$ cat src/hw/rtl/eii_pkg.sv
// shared constants, types and state codes for the eased interval interpolator
// no dependencies; imported by every module of the block
package eii_pkg;

    localparam int FRAC_BITS = 16;
    localparam int VAL_W     = 32;
    localparam int STEP_W    = 16;
    localparam int CFG_IDX_W = 3;
    localparam int MODE_W    = 2;

    localparam int MUL_W     = FRAC_BITS + 1;
    localparam int OPA_W     = VAL_W + 1;
    localparam int ACC_W     = OPA_W + 2;
    localparam int SHP_W     = FRAC_BITS + 3;
    localparam int MUL_CNT_W = $clog2(MUL_W + 1);
    localparam int DIV_CNT_W = $clog2(FRAC_BITS + 1);

    typedef logic [VAL_W-1:0]         t_val;
    typedef logic [MUL_W-1:0]         t_frac;
    typedef logic [FRAC_BITS-1:0]     t_quot;
    typedef logic signed [OPA_W-1:0]  t_opa;
    typedef logic signed [ACC_W-1:0]  t_acc;
    typedef logic [CFG_IDX_W-1:0]     t_cfg_idx;
    typedef logic [MODE_W-1:0]        t_mode;

    localparam t_frac ONE = {1'b1, {FRAC_BITS{1'b0}}};

    localparam t_cfg_idx CFG_DURATION = t_cfg_idx'(0);
    localparam t_cfg_idx CFG_START    = t_cfg_idx'(1);
    localparam t_cfg_idx CFG_STOP     = t_cfg_idx'(2);
    localparam t_cfg_idx CFG_MODE     = t_cfg_idx'(3);

    localparam t_mode MODE_LINEAR   = 2'd0;
    localparam t_mode MODE_EASE_IN  = 2'd1;
    localparam t_mode MODE_EASE_OUT = 2'd2;
    localparam t_mode MODE_IN_OUT   = 2'd3;

    typedef enum logic [3:0] {
        S_IDLE,
        S_FRAC,
        S_DIV_WAIT,
        S_SQ_GO,
        S_SQ_WAIT,
        S_CUBE_GO,
        S_CUBE_WAIT,
        S_SHAPE,
        S_SCALE_GO,
        S_SCALE_WAIT,
        S_EMIT
    } t_state;

endpackage

$ cat src/hw/rtl/eased_interval_interpolator_core.sv
// eased interval interpolator top level over eii_pkg, eii_serial_div and eii_serial_mul
// each request runs a serial divide, three passes through the shared multiplier and six
// steps in FRAC, SQ_GO, CUBE_GO, SHAPE, SCALE_GO and EMIT; the divide is skipped when t
// reaches 1; one request at a time, so a new one is taken only back in idle after the
// result is registered, later while the result waits; finished requests are dropped
// synchronous reset clears configuration, elapsed time and the finished flag
module eased_interval_interpolator_core (
    input  logic                      i_clk,
    input  logic                      i_rst_n,
    input  logic                      i_valid,
    output logic                      o_ready,
    input  logic [eii_pkg::STEP_W-1:0] i_time_step,
    output logic                      o_valid,
    input  logic                      i_ready,
    output eii_pkg::t_val             o_current_value,
    output logic                      o_done_res,
    input  logic                      i_cfg_valid,
    output logic                      o_cfg_ready,
    input  eii_pkg::t_cfg_idx         i_cfg_index,
    input  eii_pkg::t_val             i_cfg_data
);
    import eii_pkg::*;

    t_state r_state, n_state;
    t_val   r_duration, r_start, r_stop;
    t_mode  r_mode;
    t_val   r_elapsed, n_elapsed;
    logic   r_finished, n_finished;
    t_frac  r_t, n_t;
    t_frac  r_t2, n_t2;
    t_frac  r_t3, n_t3;
    t_frac  r_s, n_s;
    t_val   r_cur, n_cur;
    logic   r_out_valid, n_out_valid;
    logic   r_done_out, n_done_out;

    logic  div_start, div_done;
    t_quot div_quot;
    logic  mul_start, mul_done;
    t_opa  mul_a;
    t_frac mul_b;
    t_acc  mul_hi;
    t_frac mul_lo;

    logic           accept;
    logic           out_free;
    logic [VAL_W:0] step_sum;
    t_frac          mul_frac;
    t_val           scaled;
    logic [SHP_W-1:0] x_t, x_t2, x_t3, three_t2, three_t, shaped;

    eii_serial_div u_div (
        .i_clk      (i_clk),
        .i_rst_n    (i_rst_n),
        .i_start    (div_start),
        .i_dividend (r_elapsed),
        .i_divisor  (r_duration),
        .o_done     (div_done),
        .o_quot     (div_quot)
    );

    eii_serial_mul u_mul (
        .i_clk   (i_clk),
        .i_rst_n (i_rst_n),
        .i_start (mul_start),
        .i_a     (mul_a),
        .i_b     (mul_b),
        .o_done  (mul_done),
        .o_hi    (mul_hi),
        .o_lo    (mul_lo)
    );

    assign o_ready     = (r_state == S_IDLE);
    assign o_cfg_ready = 1'b1;
    assign accept      = i_valid && o_ready;
    assign out_free    = !r_out_valid || i_ready;

    always_comb begin
        step_sum = {1'b0, r_elapsed} + {{(VAL_W + 1 - STEP_W){1'b0}}, i_time_step};
        mul_frac = {mul_hi[FRAC_BITS-1:0], mul_lo[MUL_W-1]};
        scaled   = r_start + {mul_hi[VAL_W-2:0], mul_lo[MUL_W-1]}
                 + {{(VAL_W-1){1'b0}}, mul_lo[MUL_W-2]};

        x_t      = {2'b00, r_t};
        x_t2     = {2'b00, r_t2};
        x_t3     = {2'b00, r_t3};
        three_t2 = (x_t2 << 1) + x_t2;
        three_t  = (x_t << 1) + x_t;
        case (r_mode)
            MODE_EASE_IN:  shaped = (three_t2 - x_t3) >> 1;
            MODE_EASE_OUT: shaped = (three_t - x_t3) >> 1;
            MODE_IN_OUT:   shaped = three_t2 - (x_t3 << 1);
            default:       shaped = x_t;
        endcase
    end

    always_comb begin
        n_state     = r_state;
        n_elapsed   = r_elapsed;
        n_finished  = r_finished;
        n_t         = r_t;
        n_t2        = r_t2;
        n_t3        = r_t3;
        n_s         = r_s;
        n_cur       = r_cur;
        n_out_valid = r_out_valid && !i_ready;
        n_done_out  = r_done_out;
        div_start   = 1'b0;
        mul_start   = 1'b0;
        mul_a       = {{(OPA_W-MUL_W){1'b0}}, r_t};
        mul_b       = r_t;
        unique case (r_state)
            S_IDLE: begin
                if (accept && !r_finished) begin
                    n_elapsed = step_sum[VAL_W] ? {VAL_W{1'b1}} : step_sum[VAL_W-1:0];
                    n_state   = S_FRAC;
                end
            end
            S_FRAC: begin
                if (r_elapsed >= r_duration) begin
                    n_t     = ONE;
                    n_state = S_SQ_GO;
                end else begin
                    div_start = 1'b1;
                    n_state   = S_DIV_WAIT;
                end
            end
            S_DIV_WAIT: begin
                if (div_done) begin
                    n_t     = {1'b0, div_quot};
                    n_state = S_SQ_GO;
                end
            end
            S_SQ_GO: begin
                mul_start = 1'b1;
                n_state   = S_SQ_WAIT;
            end
            S_SQ_WAIT: begin
                if (mul_done) begin
                    n_t2    = mul_frac;
                    n_state = S_CUBE_GO;
                end
            end
            S_CUBE_GO: begin
                mul_start = 1'b1;
                mul_a     = {{(OPA_W-MUL_W){1'b0}}, r_t2};
                n_state   = S_CUBE_WAIT;
            end
            S_CUBE_WAIT: begin
                if (mul_done) begin
                    n_t3    = mul_frac;
                    n_state = S_SHAPE;
                end
            end
            S_SHAPE: begin
                n_s     = (shaped > {2'b00, ONE}) ? ONE : shaped[MUL_W-1:0];
                n_state = S_SCALE_GO;
            end
            S_SCALE_GO: begin
                mul_start = 1'b1;
                mul_a     = {r_stop[VAL_W-1], r_stop} - {r_start[VAL_W-1], r_start};
                mul_b     = r_s;
                n_state   = S_SCALE_WAIT;
            end
            S_SCALE_WAIT: begin
                if (mul_done) begin
                    n_state = S_EMIT;
                end
            end
            S_EMIT: begin
                if (out_free) begin
                    n_cur       = scaled;
                    n_out_valid = 1'b1;
                    n_done_out  = (r_t == ONE);
                    n_finished  = (r_t == ONE);
                    n_state     = S_IDLE;
                end
            end
            default: n_state = S_IDLE;
        endcase
    end

    always_ff @(posedge i_clk) begin
        if (!i_rst_n) begin
            r_state     <= S_IDLE;
            r_elapsed   <= '0;
            r_finished  <= 1'b0;
            r_out_valid <= 1'b0;
        end else begin
            r_state     <= n_state;
            r_elapsed   <= n_elapsed;
            r_finished  <= n_finished;
            r_out_valid <= n_out_valid;
        end
    end

    always_ff @(posedge i_clk) begin
        r_t        <= n_t;
        r_t2       <= n_t2;
        r_t3       <= n_t3;
        r_s        <= n_s;
        r_cur      <= n_cur;
        r_done_out <= n_done_out;
    end

    always_ff @(posedge i_clk) begin
        if (!i_rst_n) begin
            r_duration <= '0;
            r_start    <= '0;
            r_stop     <= '0;
            r_mode     <= MODE_LINEAR;
        end else if (i_cfg_valid && o_cfg_ready) begin
            unique case (i_cfg_index)
                CFG_DURATION: r_duration <= i_cfg_data;
                CFG_START:    r_start    <= i_cfg_data;
                CFG_STOP:     r_stop     <= i_cfg_data;
                CFG_MODE:     r_mode     <= i_cfg_data[MODE_W-1:0];
                default:      ;
            endcase
        end
    end

    assign o_valid         = r_out_valid;
    assign o_current_value = r_cur;
    assign o_done_res      = r_done_out;

    a_finished_drop: assert property (@(posedge i_clk) disable iff (!i_rst_n)
        (accept && r_finished) |=> (r_state == S_IDLE) && $stable(r_elapsed))
        else $error("request after finish started work");

    a_emit_flag: assert property (@(posedge i_clk) disable iff (!i_rst_n)
        (r_state == S_EMIT && out_free) |=> o_valid && (r_finished == o_done_res))
        else $error("finished flag and done result disagree");

    a_done_sticky: assert property (@(posedge i_clk) disable iff (!i_rst_n)
        (o_valid && o_done_res) |-> r_finished)
        else $error("done result without finished state");

    a_frac_range: assert property (@(posedge i_clk) disable iff (!i_rst_n)
        (r_state == S_SHAPE) |-> (r_t <= ONE) && (r_t2 <= r_t) && (r_t3 <= r_t2))
        else $error("fraction powers out of range");

endmodule

$ cat src/hw/rtl/eii_serial_div.sv
// bit-serial restoring divider: fraction bits of dividend/divisor, one per cycle
// requires dividend below divisor; depends on eii_pkg
module eii_serial_div (
    input  logic           i_clk,
    input  logic           i_rst_n,
    input  logic           i_start,
    input  eii_pkg::t_val  i_dividend,
    input  eii_pkg::t_val  i_divisor,
    output logic           o_done,
    output eii_pkg::t_quot o_quot
);
    import eii_pkg::*;

    logic                 r_busy;
    logic                 r_done;
    logic [DIV_CNT_W-1:0] r_cnt;
    t_val                 r_rem;
    t_val                 r_dvs;
    t_quot                r_q;

    logic [VAL_W:0] rem2;
    logic [VAL_W:0] sub;
    logic           ge;
    t_val           n_rem;

    always_comb begin
        rem2  = {r_rem, 1'b0};
        sub   = rem2 - {1'b0, r_dvs};
        ge    = rem2 >= {1'b0, r_dvs};
        n_rem = ge ? sub[VAL_W-1:0] : rem2[VAL_W-1:0];
    end

    always_ff @(posedge i_clk) begin
        if (!i_rst_n) begin
            r_busy <= 1'b0;
            r_done <= 1'b0;
            r_cnt  <= '0;
        end else begin
            r_done <= 1'b0;
            if (i_start) begin
                r_busy <= 1'b1;
                r_cnt  <= DIV_CNT_W'(FRAC_BITS);
            end else if (r_busy) begin
                r_cnt <= r_cnt - 1'b1;
                if (r_cnt == DIV_CNT_W'(1)) begin
                    r_busy <= 1'b0;
                    r_done <= 1'b1;
                end
            end
        end
    end

    always_ff @(posedge i_clk) begin
        if (i_start) begin
            r_rem <= i_dividend;
            r_dvs <= i_divisor;
            r_q   <= '0;
        end else if (r_busy) begin
            r_rem <= n_rem;
            r_q   <= {r_q[FRAC_BITS-2:0], ge};
        end
    end

    assign o_done = r_done;
    assign o_quot = r_q;

endmodule

$ cat src/hw/rtl/eii_serial_mul.sv
// shift-add multiplier: signed multiplicand times unsigned fraction, one bit per cycle
// product is {o_hi, o_lo}; depends on eii_pkg
module eii_serial_mul (
    input  logic           i_clk,
    input  logic           i_rst_n,
    input  logic           i_start,
    input  eii_pkg::t_opa  i_a,
    input  eii_pkg::t_frac i_b,
    output logic           o_done,
    output eii_pkg::t_acc  o_hi,
    output eii_pkg::t_frac o_lo
);
    import eii_pkg::*;

    logic                 r_busy;
    logic                 r_done;
    logic [MUL_CNT_W-1:0] r_cnt;
    t_opa                 r_a;
    t_frac                r_b;
    t_acc                 r_hi;
    t_frac                r_lo;

    t_acc  sum;
    t_acc  n_hi;
    t_frac n_lo;

    always_comb begin
        sum  = r_hi + (r_b[0] ? {{(ACC_W-OPA_W){r_a[OPA_W-1]}}, r_a} : t_acc'(0));
        n_hi = {sum[ACC_W-1], sum[ACC_W-1:1]};
        n_lo = {sum[0], r_lo[MUL_W-1:1]};
    end

    always_ff @(posedge i_clk) begin
        if (!i_rst_n) begin
            r_busy <= 1'b0;
            r_done <= 1'b0;
            r_cnt  <= '0;
        end else begin
            r_done <= 1'b0;
            if (i_start) begin
                r_busy <= 1'b1;
                r_cnt  <= MUL_CNT_W'(MUL_W);
            end else if (r_busy) begin
                r_cnt <= r_cnt - 1'b1;
                if (r_cnt == MUL_CNT_W'(1)) begin
                    r_busy <= 1'b0;
                    r_done <= 1'b1;
                end
            end
        end
    end

    always_ff @(posedge i_clk) begin
        if (i_start) begin
            r_a  <= i_a;
            r_b  <= i_b;
            r_hi <= '0;
            r_lo <= '0;
        end else if (r_busy) begin
            r_hi <= n_hi;
            r_lo <= n_lo;
            r_b  <= r_b >> 1;
        end
    end

    assign o_done = r_done;
    assign o_hi   = r_hi;
    assign o_lo   = r_lo;

endmodule

$ cat config.mk
export PLATFORM = sky130hd
export DESIGN_NAME = eased_interval_interpolator_core
export DESIGN_NICKNAME = d
export VERILOG_FILES = /design/src/hw/rtl/eii_pkg.sv /design/src/hw/rtl/eased_interval_interpolator_core.sv /design/src/hw/rtl/eii_serial_div.sv /design/src/hw/rtl/eii_serial_mul.sv
export SDC_FILE = /design/constraint.sdc
export NUM_CORES = 1
export LEC_CHECK = 0
export ABC_AREA = 1
export BUFFER_PORTS_ARGS = -buffer_cell sky130_fd_sc_hd__clkbuf_2
export CAP_MARGIN = 20
export CORE_MARGIN = 5
export CORE_UTILIZATION = 35
export CTS_BUF_LIST = sky130_fd_sc_hd__clkbuf_4
export DETAILED_ROUTE_END_ITERATION = 8
export GPL_ROUTABILITY_DRIVEN = 0
export GPL_TIMING_DRIVEN = 0
export REMOVE_ABC_BUFFERS = 1
export SYNTH_ARGS = -nofsm -noshare
export SYNTH_HDL_FRONTEND = slang
export SYNTH_HIERARCHICAL = 1
export SYNTH_SLANG_ARGS = --single-unit
$ cat constraint.sdc
create_clock -name i_clk -period 6.3 [get_ports i_clk]
set_clock_uncertainty 0.05 [all_clocks]
set_input_delay 1.26 -clock i_clk [delete_from_list [all_inputs] [get_ports i_clk]]
set_output_delay 1.26 -clock i_clk [all_outputs]
set_load 0.01 [all_outputs]
Word-level counts from Yosys, hierarchy flattened
Index checks and enable logic that the tools add are counted. W data, S select, Z words.

$mul: 0. Reduce and logical (&&, ||, !) cells: 27. Equal/unequal tests: 26. Shift-type cells: 0. Magnitude comparators: 3. Div/mod/pow operators: 0. Add/sub/neg operators: 13. Bitwise logic cells: 3. Muxes and demuxes: 38.

Operator list (count): $mux W32 (4); $mux W17 (5); $pmux W33 S2 (1); $pmux W19 S3 (1); $pmux W4 S11 (1); $add A18 B17 Y19 (2); $sub A19 B17 Y19 (2); $add A35 B35 Y35 (1); $mux W35 (1); $pmux W17 S2 (1); $add A32 B16 Y33 (1); $ge A33 B32 Y1 (1); $sub A32 B32 Y33 (1); $add A32 B1 Y32 (1); $add A32 B32 Y32 (1); $ge A32 B32 Y1 (1); $sub A32 B32 Y32 (1); $mux W4 (6); $mux W5 (4); $gt A19 B17 Y1 const B (1); $sub A19 B18 Y19 (1); $eq A17 B17 Y1 const B (1); $eq A4 B3 Y1 const B (4); $reduce_and A2 Y1 (8); other kinds (23) (59).

Output and inout port bits: 36. Bits in registers: 432. Memory bits (writable): 0. Input bits: 56. Bits in read-only memories: 0. Memories kept: 0. Latch bits: 0.

Logic depth before layout (Yosys ltp)
Gate-level depths: netlist of the first run.

Depth in word-level cells: 5. Mapped depth: 31. Depth with buffers taken out: 30.

Cells and area by module
The synthesis of the first run kept the hierarchy.

Modules (own cells, without submodules): eased_interval_interpolator_core (instances 1, area each 18854.3 um2, cells each 2732, sequential area each 5755.5 um2); eii_serial_mul (instances 1, area each 6433.7 um2, cells each 908, sequential area each 2662.6 um2); eii_serial_div (instances 1, area each 6366.1 um2, cells each 901, sequential area each 2382.3 um2).

Worst setup path before layout of the first run
No wires, ideal clock.

Kind: register -> register. From: register r_duration[3]. To: register u_div.r_rem[0], enable pin. Buffers on the path: 3. Arrival time: 4.456 ns. Path slack: 1.386 ns. Period minus slack after synthesis: 4.914 ns. Required time: 5.841 ns. Stages on the path, launching flop included: 17. Library setup time: 0.409 ns. Cell sequence: dfxtp_1 inv_1 ha_1 a21oi_1 o21ai_0 nand2_1 o311ai_0 nand2_1 nand2_1 nand2_1 nand3_1 nor2_1 clkbuf_1 inv_1 buf_4 nand2_1 clkbuf_1.

Longest elaborated chain between the ends: 4.

Ends and longest elaborated chain: start: declaration (line eased_interval_interpolator_core.sv:25) `t_val r_duration, r_start, r_stop;`; start signal: assignment (line eased_interval_interpolator_core.sv:214) `CFG_DURATION: r_duration <= i_cfg_data;`; $ge A32 B32 Y1 (line eased_interval_interpolator_core.sv:120) `if (r_elapsed >= r_duration) begin`; $mux W1 (line eased_interval_interpolator_core.sv:120); $mux W1 (line eased_interval_interpolator_core.sv:112) `unique case (r_state)`; via div_start (line eased_interval_interpolator_core.sv:37) `logic div_start, div_done;`; $reduce_bool A2 Y1 (no line); end signal: assignment (line eii_serial_div.sv:55) `r_rem <= i_dividend;`; end signal: assignment (line eii_serial_div.sv:59) `r_rem <= n_rem;`; end: declaration (line eii_serial_div.sv:17) `t_val r_rem;`.

The timed path passes the listed nets, and every way through them passes these cells. A chain may end at the register's enable or synchronous reset.

Final worst setup path of the first run
From: register r_t2[3]. To: register r_s[14], data pin.

Longest elaborated chain between the ends: 4. Elaborated cells between the ends (all ways): 5. Classes of those cells: add/sub: 3; order compare: 1; mux: 1.

Ends and longest elaborated chain: start: declaration (line eased_interval_interpolator_core.sv:30) `t_frac r_t2, n_t2;`; start signal: assignment (line eased_interval_interpolator_core.sv:199) `r_t2 <= n_t2;`; $add A18 B17 Y19 (*) (line eased_interval_interpolator_core.sv:87) `three_t2 = (x_t2 << 1) + x_t2;`; $sub A19 B17 Y19 or $sub A19 B18 Y19 (tied branches) (line eased_interval_interpolator_core.sv:90, eased_interval_interpolator_core.sv:92); $pmux W19 S3 (*) (line eased_interval_interpolator_core.sv:89) `case (r_mode)`; $gt A19 B17 Y1 (line eased_interval_interpolator_core.sv:156) `n_s = (shaped > {2'b00, ONE}) ? ONE : shaped[MUL_W-1:0];`; end signal: assignment (line eased_interval_interpolator_core.sv:201) `r_s <= n_s;`; end: declaration (line eased_interval_interpolator_core.sv:32) `t_frac r_s, n_s;`.

Mark *: on every way between the ends. The rest lies on a longest branch, timed or not.

==> qor.yml, run 1 <==
numCtsBuffers: 115
crit_path_end_kind: "register"
cts_setup_buffers: 0
start_util: 0.353
wirelength_um: 96100
clk_path_buf_depth: 3
leakagePower_nw: 17.0
vias: 29300
worstSetupStartpointType: "register"
status: "completed"
cts_resized: 0
worstPathMaxFanout: 16
pwr-share-clk: 0.177
hold_path_depth: 0
yosysWarnings: 6
cts_sinks: 417
tightest_slew_ns: 1.16
h-tree-depth: 3
power_switching_mw: 6.73
internal_power_mw: 7.60
p_seq_frac: 0.284
whs_ns: 0.346
dp_hpwl_um: 76800
multiInputGateArea_sq_um: 17300
hold_viol: 0
hold_class: "reg2reg"
grt_max_degree: 73
cts_hold_buf: 0
numPortBuffers: 90
grt.total_usage: 0.197
rows: 109
synth_cells: 4495
seqCellArea_sq_um: 10500
fin_area_sq_um: 34600
n_fill_cell: 9427
final_common_cell: "nand2_1"
avgRoutedWirePerCell_um: 16.3
grt_pass1_wl_um: 149000
ant_nets: 0
fmax_ghz: 0.209
critPathRequiredTime_ns: 6.88
overflow: 0
place_area_sq_um: 33000
rsz0062_at_grt: "false"
mostFrequentLayoutCells: "nand2_1 (1172), inv_1 (792), nor2_1 (413)"
path_class: "reg2reg"
clock_latency_ns: 0.92
drc_errors: 0
core_area_sq_um: 88400
finalSetupTns_ns: 0
layout-drive-gt1-share: 0.0821
dieWidth_um: 309
slew_violations: 0
p_total_mw: 14.3
peakVddDrop_uv: 309
cts_root_buf: "clkbuf_4"
tritoncts: "done"
layout.nets: 4959
die_y_um: 309
period_minus_slack_ns: 4.78
dieArea_sq_um: 95200
drt_iter0_markers: 2333
swShare: 0.470
clk_pin_slew_ns: 0.06
synth.avg_cell_area_sq_um: 6.94
r2r_cells: 20
cap_violations: 0
worstPathArrival_ns: 5.37
setup_violations: 0
synthToLayoutAreaGrowth_pct: 10.9
vias_per_cell: 4.96
slew_headroom: 0.218
syn_area_sq_um: 31200
finalCritPeriodShare: 0.759
antenna_found_initial: 4
p_per_area_nw_per_um2: 414
drtPass1Iterations: 6
grt_pass1_vias: 27000
combPwrFrac: 0.539
io_pins: 92
worst max-delay path: stages, from the launching register on:
cell	delay [ns]
edfxtp_1	0.46
ha_1	0.41
a21oi_1	0.10
o21ai_0	0.29
nor2_1	0.13
o21ai_0	0.28
a31oi_1	0.18
o21ai_0	0.29
nand2_1	0.09
nand2_1	0.08
xor2_1	0.26
ha_1	0.31
inv_1	0.15
nor3_1	0.11
a21oi_1	0.16
nor3b_1	0.38
o21ai_0	0.13
a21oi_1	0.23
nor2_1	0.15
nand2_4	0.20
nor2_1	0.08
registers in the layout, indices dropped and copies added (netlist names), 2 cells and up:
register	count
u_mul/r_b	17
u_div/r_cnt	5
u_mul/o_hi	34
o_current_value	32
r_s	17
u_mul/r_cnt	5
u_mul/r_a	33
u_div/o_quot	16
r_duration	32
u_mul/o_lo	2
r_state	4
u_div/r_dvs	32
r_t3	17
r_elapsed	32
u_div/r_rem	32
r_t	17
r_start	32
r_stop	32
r_mode	2
r_t2	17
power groups by stage:
stage | sequential [mW] | clock (mW) | combinational (mW)
after global placement | 4.16 | 0 | 7.42
after detailed placement | 4.12 | 0 | 7.60
final | 4.07 | 2.54 | 7.72
after CTS | 4.07 | 2.63 | 7.63
after floorplan | 3.96 | 0 | 5.65
after global routing | 4.12 | 2.79 | 8.73
path summary, 6_finish.rpt:
check,slack (ns),start,end
max,1.52,r_t2[3]$_DFFE_PP_,r_s[14]$_SDFFCE_PN0P_
min,0.35,r_duration[21]$_SDFFE_PN0P_,u_div/r_dvs[21]$_DFFE_PP_
max reg2reg,1.52,r_t2[3]$_DFFE_PP_,r_s[14]$_SDFFCE_PN0P_
min reg2reg,0.35,r_duration[21]$_SDFFE_PN0P_,u_div/r_dvs[21]$_DFFE_PP_
final cells by class:
| cell class | instances | area share |
|---|---|---|
| multi-input combinational | 3184 | 0.500 |
| clock buffer | 178 | 0.0386 |
| antenna | 4 | 0.000289 |
| inverter | 803 | 0.0871 |
| timing repair buffer | 109 | 0.0228 |
| clock inverter | 37 | 0.00575 |
| tap | 1165 | 0.0421 |
| sequential | 417 | 0.303 |
stage by stage:
step,std cells,utilization,worst slack (ns)
finish,5897,0.392,1.52
global placement,5659,0.370,-4.76
floorplan,4404,-,-0.444
CTS,5892,0.391,1.61
global route,5894,0.392,0.980
detailed placement,5677,0.374,1.62
per-layer routing:
layer | global-route usage | wire length, um
met5 | 0 | 13
met4 | 0.0680 | 3100
met3 | 0.0303 | 6010
met2 | 0.316 | 42300
met1 | 0.273 | 44700
Note: power is estimated with default switching activity, not from simulation.
==> inputs of run 2 (changes only) <==
Clock period 6.3 ns to 4.35 ns, I/O delays scaled along.
==> qor.yml, run 2 (synthesis gave the netlist of run 1 again) <==
drt_iter0_markers: 2341  # +0.34%
path_class: "reg2reg"
dp_hpwl_um: 76800  # unchanged
worstPathMaxFanout: 8  # -8
hold_viol: 0  # unchanged
rows: 109  # unchanged
regToRegStartpoint: "r_t2[3]$_DFFE_PP_"
ant_nets: 0  # unchanged
leakagePower_nw: 17.1  # +0.61%
grt_pass1_wl_um: 150000  # +0.67%
layout-drive-gt1-share: 0.0953  # +0.0133
slew_headroom: 0.235  # +0.0174
antenna_found_initial: 4  # unchanged
dieArea_sq_um: 95200  # unchanged
drc_errors: 0  # unchanged
crit_end: "r_s[5]$_SDFFCE_PN0P_"
utilization: 0.397  # +0.00493
h-tree-depth: 3  # unchanged
layout.nets: 4973  # +0.28%
drtPass1Iterations: 7  # +1
period_minus_slack_ns: 4.21  # -0.570 ns
final_cells: 5912  # +0.25%
core_area_sq_um: 88400  # unchanged
r2r_slack_ns: 0.14  # -1.38 ns
die_y_um: 309  # unchanged
dpl.cell_count: 5677  # unchanged
vias: 29300  # +0.23%
grt.total_usage: 0.198  # +0.000978
numPortBuffers: 90  # unchanged
finalCritPeriodShare: 0.969  # +0.209
vias_per_cell: 4.96  # about the same
fmax_ghz: 0.237  # +14%
r2r_end: "r_s[5]$_SDFFCE_PN0P_"
slew_violations: 0  # unchanged
n_fill_cell: 9389  # -0.40%
setup_violations: 0  # unchanged
cap_violations: 0  # unchanged
cp-startpoint: "r_t2[3]$_DFFE_PP_"
cts_root_buf: "clkbuf_4"
wirelength_um: 97000  # +0.99%
worstSetupStartpointType: "register"
avgRoutedWirePerCell_um: 16.4  # +0.73%
start_util: 0.353  # unchanged
tritoncts: "done"
p_per_area_nw_per_um2: 594  # +43%
rsz0062_at_grt: "true"
cts_hold_buf: 0  # unchanged
status: "completed"
multiInputGateArea_sq_um: 17600  # +1.9%
clock_latency_ns: 0.91  # about the same
tightest_slew_ns: 1.14  # -0.0258 ns
clk_path_buf_depth: 3  # unchanged
largest_reg_flops: 34  # unchanged
crit_path_end_kind: "register"
seqCellArea_sq_um: 10500  # unchanged
worstPathArrival_ns: 4.89  # -0.48 ns
hold_class: "in2reg"
mostFrequentLayoutCells: "nand2_1 (1167), inv_1 (788), nor2_1 (407)"
peakVddDrop_uv: 455  # +47%
cts_sinks: 417  # unchanged
r2r_cells: 24  # +20%
grt_pass1_vias: 27100  # +0.25%
p_total_mw: 20.8  # +45%
clk_pin_slew_ns: 0.06  # about the same
synthToLayoutAreaGrowth_pct: 12.3
overflow: 0  # unchanged
final_common_cell: "nand2_1"
io_pins: 92  # unchanged
dieWidth_um: 309  # unchanged
numCtsBuffers: 115  # unchanged
grt_max_degree: 73  # unchanged
critPathRequiredTime_ns: 5.03  # -1.85 ns
## run 2: changes by cell type in the layout (fill, tap and decap cells not counted), sizes merged
cell,before,now
diode,4,5
inv,806,804
clkinvlp,1,3
buf,19,31
nor2,432,433
nand2,1191,1192
## run 2: metal layers
metal | part of all wire | up-vias | GRT usage | routed length (um)
li1 | - | 15000 | - | -
met1 | 0.46 | 13400 | 0.276 | 45100
met2 | 0.44 | 797 | 0.320 | 43200
met3 | 0.062 | 138 | 0.0286 | 6020
met4 | 0.028 | 0 | 0.0615 | 2750
met5 | 0 | - | 0 | 0
## run 2: how the worst min path moves through the flow
stage                                            from                   endpoint  slack (ns)  cells after the start
after floorplan           r_duration[10]$_SDFFE_PN0P_  u_div/r_dvs[10]$_DFFE_PP_        0.36                      0
after global placement    r_duration[15]$_SDFFE_PN0P_  u_div/r_dvs[15]$_DFFE_PP_        0.36                      0
after detailed placement  r_duration[11]$_SDFFE_PN0P_  u_div/r_dvs[11]$_DFFE_PP_        0.36                      0
after CTS                              i_cfg_data[25]    r_stop[25]$_SDFFE_PN0P_        0.11                      3
after global routing                    i_cfg_data[8]     r_stop[8]$_SDFFE_PN0P_        0.17                      3
final                                  i_cfg_data[25]    r_stop[25]$_SDFFE_PN0P_        0.21                      3
## run 2: worst max-delay path: stages (launching register included)
cell and delay (ns):
edfxtp_1 0.52, ha_4 0.29, a21oi_1 0.24, o21ai_2 0.10
nor2_2 0.17, o21ai_2 0.10, a31oi_2 0.23, o21ai_1 0.13
xor2_1 0.19, ha_2 0.42, nand2_1 0.10, nor2_1 0.17
and2_1 0.15, nand2_1 0.09, nand2_1 0.07, nand2_1 0.04
nand3_1 0.12, nand3_2 0.13, nor2_2 0.15, nand2_1 0.06
nor2_1 0.09, nand2_1 0.07, nand2_2 0.14, nand2_4 0.11
nor2_1 0.13
## run 2: power by group
part / switching, mW / internal, mW
Sequential: 0.609 / 5.29
Clock: 1.75 / 1.93
Combinational: 7.43 / 3.79
## run 2: final cells by class
cell class,instances,area share
multi-input combinational,3186,0.503
sequential,417,0.300
inverter,803,0.0862
tap,1165,0.0416
clock buffer,178,0.0381
timing repair buffer,121,0.0251
clock inverter,37,0.00568
antenna,5,0.000357
## run 2: timing repair
| action | 4_1_cts | 5_1_grt |
|---|---|---|
| setup buffers | 3 | 9 |
| cloned | 2 | 0 |
| resized for setup | 18 | 48 |
| pin swaps | 5 | 13 |
| setup endpoints to repair | 60 | 34 |
## run 2: metrics by stage
stage               hold slack, ns  setup WS [ns]  cell area, sq um  setup TNS (ns)
finish                       0.209          0.136             35000               0
global route                 0.167        -0.0855             35000          -0.973
CTS                          0.108        0.00254             34700               0
detailed placement           0.363         -0.326             33000          -12.34
global placement             0.360          -6.71             32700         -854.64
floorplan                    0.358          -2.39             30800         -164.66
==> inputs of run 3 (changes only) <==
Settings changed: GPL_TIMING_DRIVEN 0 to 1, SYNTH_HIERARCHICAL 1 to not set.
Clock period 4.35 ns to 4.7 ns, I/O delays scaled along.
==> qor.yml, run 3 <==
r2r_cells: 25  # +4.2%
grt_pass1_vias: 25800  # -4.5%
tightest_slew_ns: 1.03  # -0.103 ns
r2r_end: "r_s[13]$_SDFFCE_PN0P_"
rsz0062_at_grt: "false"
layout-drive-gt1-share: 0.0907  # -0.00460
yosysWarnings: 0  # -6
synth-seq-area-share: 0.354
timing.final.ws_setup_ns: 0.424  # +0.288 ns
yosys.area.top_type_share: 0.218
dp_hpwl_um: 71700  # -6.7%
clk_pin_slew_ns: 0.08  # +0.02 ns
n_fill_cell: 8974  # -4.4%
synth.avg_cell_area_sq_um: 7.32  # +5.4%
dieWidth_um: 301  # -2.4%
syn_area_sq_um: 29700  # -4.9%
antenna_found_initial: 3  # -1
numCtsBuffers: 117  # +1.7%
timing.hold.worst.start: "i_cfg_data[21]"
drtPass1Iterations: 7  # unchanged
synth_ff_type: "edfxtp_1"
status: "completed"
rows: 106  # -2.8%
finalSetupTns_ns: 0  # unchanged
grt.total_usage: 0.194  # -0.00409
clock_latency_ns: 0.94  # +0.03 ns
die_y_um: 301  # -2.4%
worstPathMaxFanout: 16  # +8
slew_violations: 0  # unchanged
cp-startpoint: "r_t2[4]$_DFFE_PP_"
vias: 27100  # -7.6%
layout.nets: 4535  # -8.8%
synth_edf_count: 215
synth_common_cells: "nand2_1 (852), inv_1 (660), nor2_1 (404), a21oi_1 (349), o21ai_0 (299)"
h-tree-depth: 3  # unchanged
critPathRequiredTime_ns: 5.41  # +0.38 ns
yosysTopAreaCell: "edfxtp_1"
synth_area_leaders: "edfxtp_1 (22%), dfxtp_1 (14%), nand2_1 (11%)"
hold_viol: 0  # unchanged
synth_cells: 4055  # -9.8%
worstSetupStartpointType: "register"
worstPathArrival_ns: 4.99  # +0.10 ns
cts_hold_buf: 0  # unchanged
drt_iter0_markers: 1953  # -17%
synth.most_common_cell: "nand2_1"
cts_sinks: 417  # unchanged
core_area_sq_um: 83800  # -5.2%
synthToLayoutAreaGrowth_pct: 11.2
regToRegStartpoint: "r_t2[4]$_DFFE_PP_"
grt_pass1_wl_um: 140000  # -6.7%
numPortBuffers: 90  # unchanged
cap_violations: 0  # unchanged
leakagePower_nw: 15.6  # -8.6%
slew_headroom: 0.308  # +0.0733
tritoncts: "done"
setup_violations: 0  # unchanged
final_common_cell: "nand2_1"
mostFrequentLayoutCells: "nand2_1 (852), inv_1 (659), nor2_1 (403)"
finalCritPeriodShare: 0.910  # -0.0589
grt_max_degree: 79  # +8.2%
overflow: 0  # unchanged
ant_nets: 0  # unchanged
hold_class: "in2reg"
r2r_slack_ns: 0.42  # +0.29 ns
largest_reg_flops: 34  # unchanged
cts_root_buf: "clkbuf_4"
io_pins: 92  # unchanged
period_minus_slack_ns: 4.28  # +0.0620 ns
clk_path_buf_depth: 3  # unchanged
crit_path_end_kind: "register"
cts_setup_buffers: 0  # -3
dieArea_sq_um: 90700  # -4.7%
cts_resized: 0  # -18
fmax_ghz: 0.234  # -1.5%
yosys.cell_types.count: 60
dpl_worst_slack_ns: 0.488  # +0.814 ns
wirelength_um: 90200  # -7.1%
peakVddDrop_uv: 252  # -44%
avgRoutedWirePerCell_um: 16.5  # +0.82%
p_per_area_nw_per_um2: 576  # -3.0%
vias_per_cell: 4.97  # +0.21%
drc_errors: 0  # unchanged
crit_end: "r_s[13]$_SDFFCE_PN0P_"
path_class: "reg2reg"
ys_seq_elements: 417
start_util: 0.354  # +0.000925
async_flop_share: 0
run 3: metal layers:
layer | wire length (um) | track usage | vias to the layer above
met2 | 40500 | 0.316 | 786
li1 | - | - | 13800
met5 | 0 | 0 | -
met3 | 5670 | 0.0342 | 178
met4 | 2820 | 0.0659 | 0
met1 | 41200 | 0.261 | 12300
run 3: worst min-delay path by stage:
stage	to	slack (ns)	cells after the start
3_3_place_gp	u_div.r_dvs[16]$_DFFE_PP_	0.36	0
6_report	r_stop[21]$_SDFFE_PN0P_	0.25	3
4_1_cts	r_stop[21]$_SDFFE_PN0P_	0.18	3
3_5_place_dp	u_div.r_dvs[25]$_DFFE_PP_	0.36	0
2_1_floorplan	u_div.r_dvs[10]$_DFFE_PP_	0.36	0
5_1_grt	r_stop[21]$_SDFFE_PN0P_	0.20	3
run 3: through the flow:
stage          area (sq um)  total power [mW]  hold slack (ns)   util  cells
6_report              33000              19.0            0.250  0.394   5450
5_1_grt               33000              20.7            0.198  0.394   5448
4_1_cts               33000              19.0            0.180  0.393   5443
3_5_place_dp          31400              15.5            0.363  0.375   5220
3_3_place_gp          31400              15.4            0.362  0.375   5220
2_1_floorplan         29300              12.8            0.358      -   3968
run 3: power by group:
part / switching [mW] / internal [mW]
Combinational: 6.46 / 3.40
Sequential: 0.596 / 5.10
Clock: 1.67 / 1.78
run 3: final cells by class:
| type | count | area [sq um] | share of cell area |
|---|---|---|---|
| Tap cell | 1134 | 1420 | 0.0430 |
| Sequential cell | 417 | 10500 | 0.318 |
| Clock inverter | 48 | 248 | 0.00751 |
| Antenna cell | 6 | 15.0 | 0.000455 |
| Timing Repair Buffer | 119 | 683 | 0.0207 |
| Clock buffer | 175 | 1310 | 0.0398 |
| Inverter | 669 | 2510 | 0.0761 |
| Multi-Input combinational cell | 2882 | 16300 | 0.494 |
run 3: cell families (layout without fill, tap and decap cells):
family,count (synthesis),count (layout),share of synthesized area
AOI/OAI and AO/OA,861,861,0.162
xor gates and xnor gates,113,113,0.0334
buffers and inverters,756,1011,0.0977
and+or+nand+nor,1634,1634,0.231
DFF,417,417,0.354
other,1,7,0.000126
adders and majority gates,273,273,0.122
run 3: worst max-delay path, cell delays in order (launching register included):
cell and delay (ns):
edfxtp_1 0.47, ha_1 0.42, a21oi_1 0.19, o21ai_0 0.12, nand2_1 0.07, nand2_1 0.06, a21oi_1 0.23, inv_1 0.10
a21oi_1 0.22, xnor2_1 0.15, ha_1 0.40, nand2_1 0.12, nor2_1 0.15, and2_1 0.14, nand2_1 0.07, nand2_1 0.06
nand2_1 0.04, nand3_1 0.11, nand3_1 0.15, nor2_2 0.16, nand2_1 0.07, nor2_1 0.08, nand3_1 0.10, nand2_2 0.09
nand2_4 0.18, nor2_2 0.14
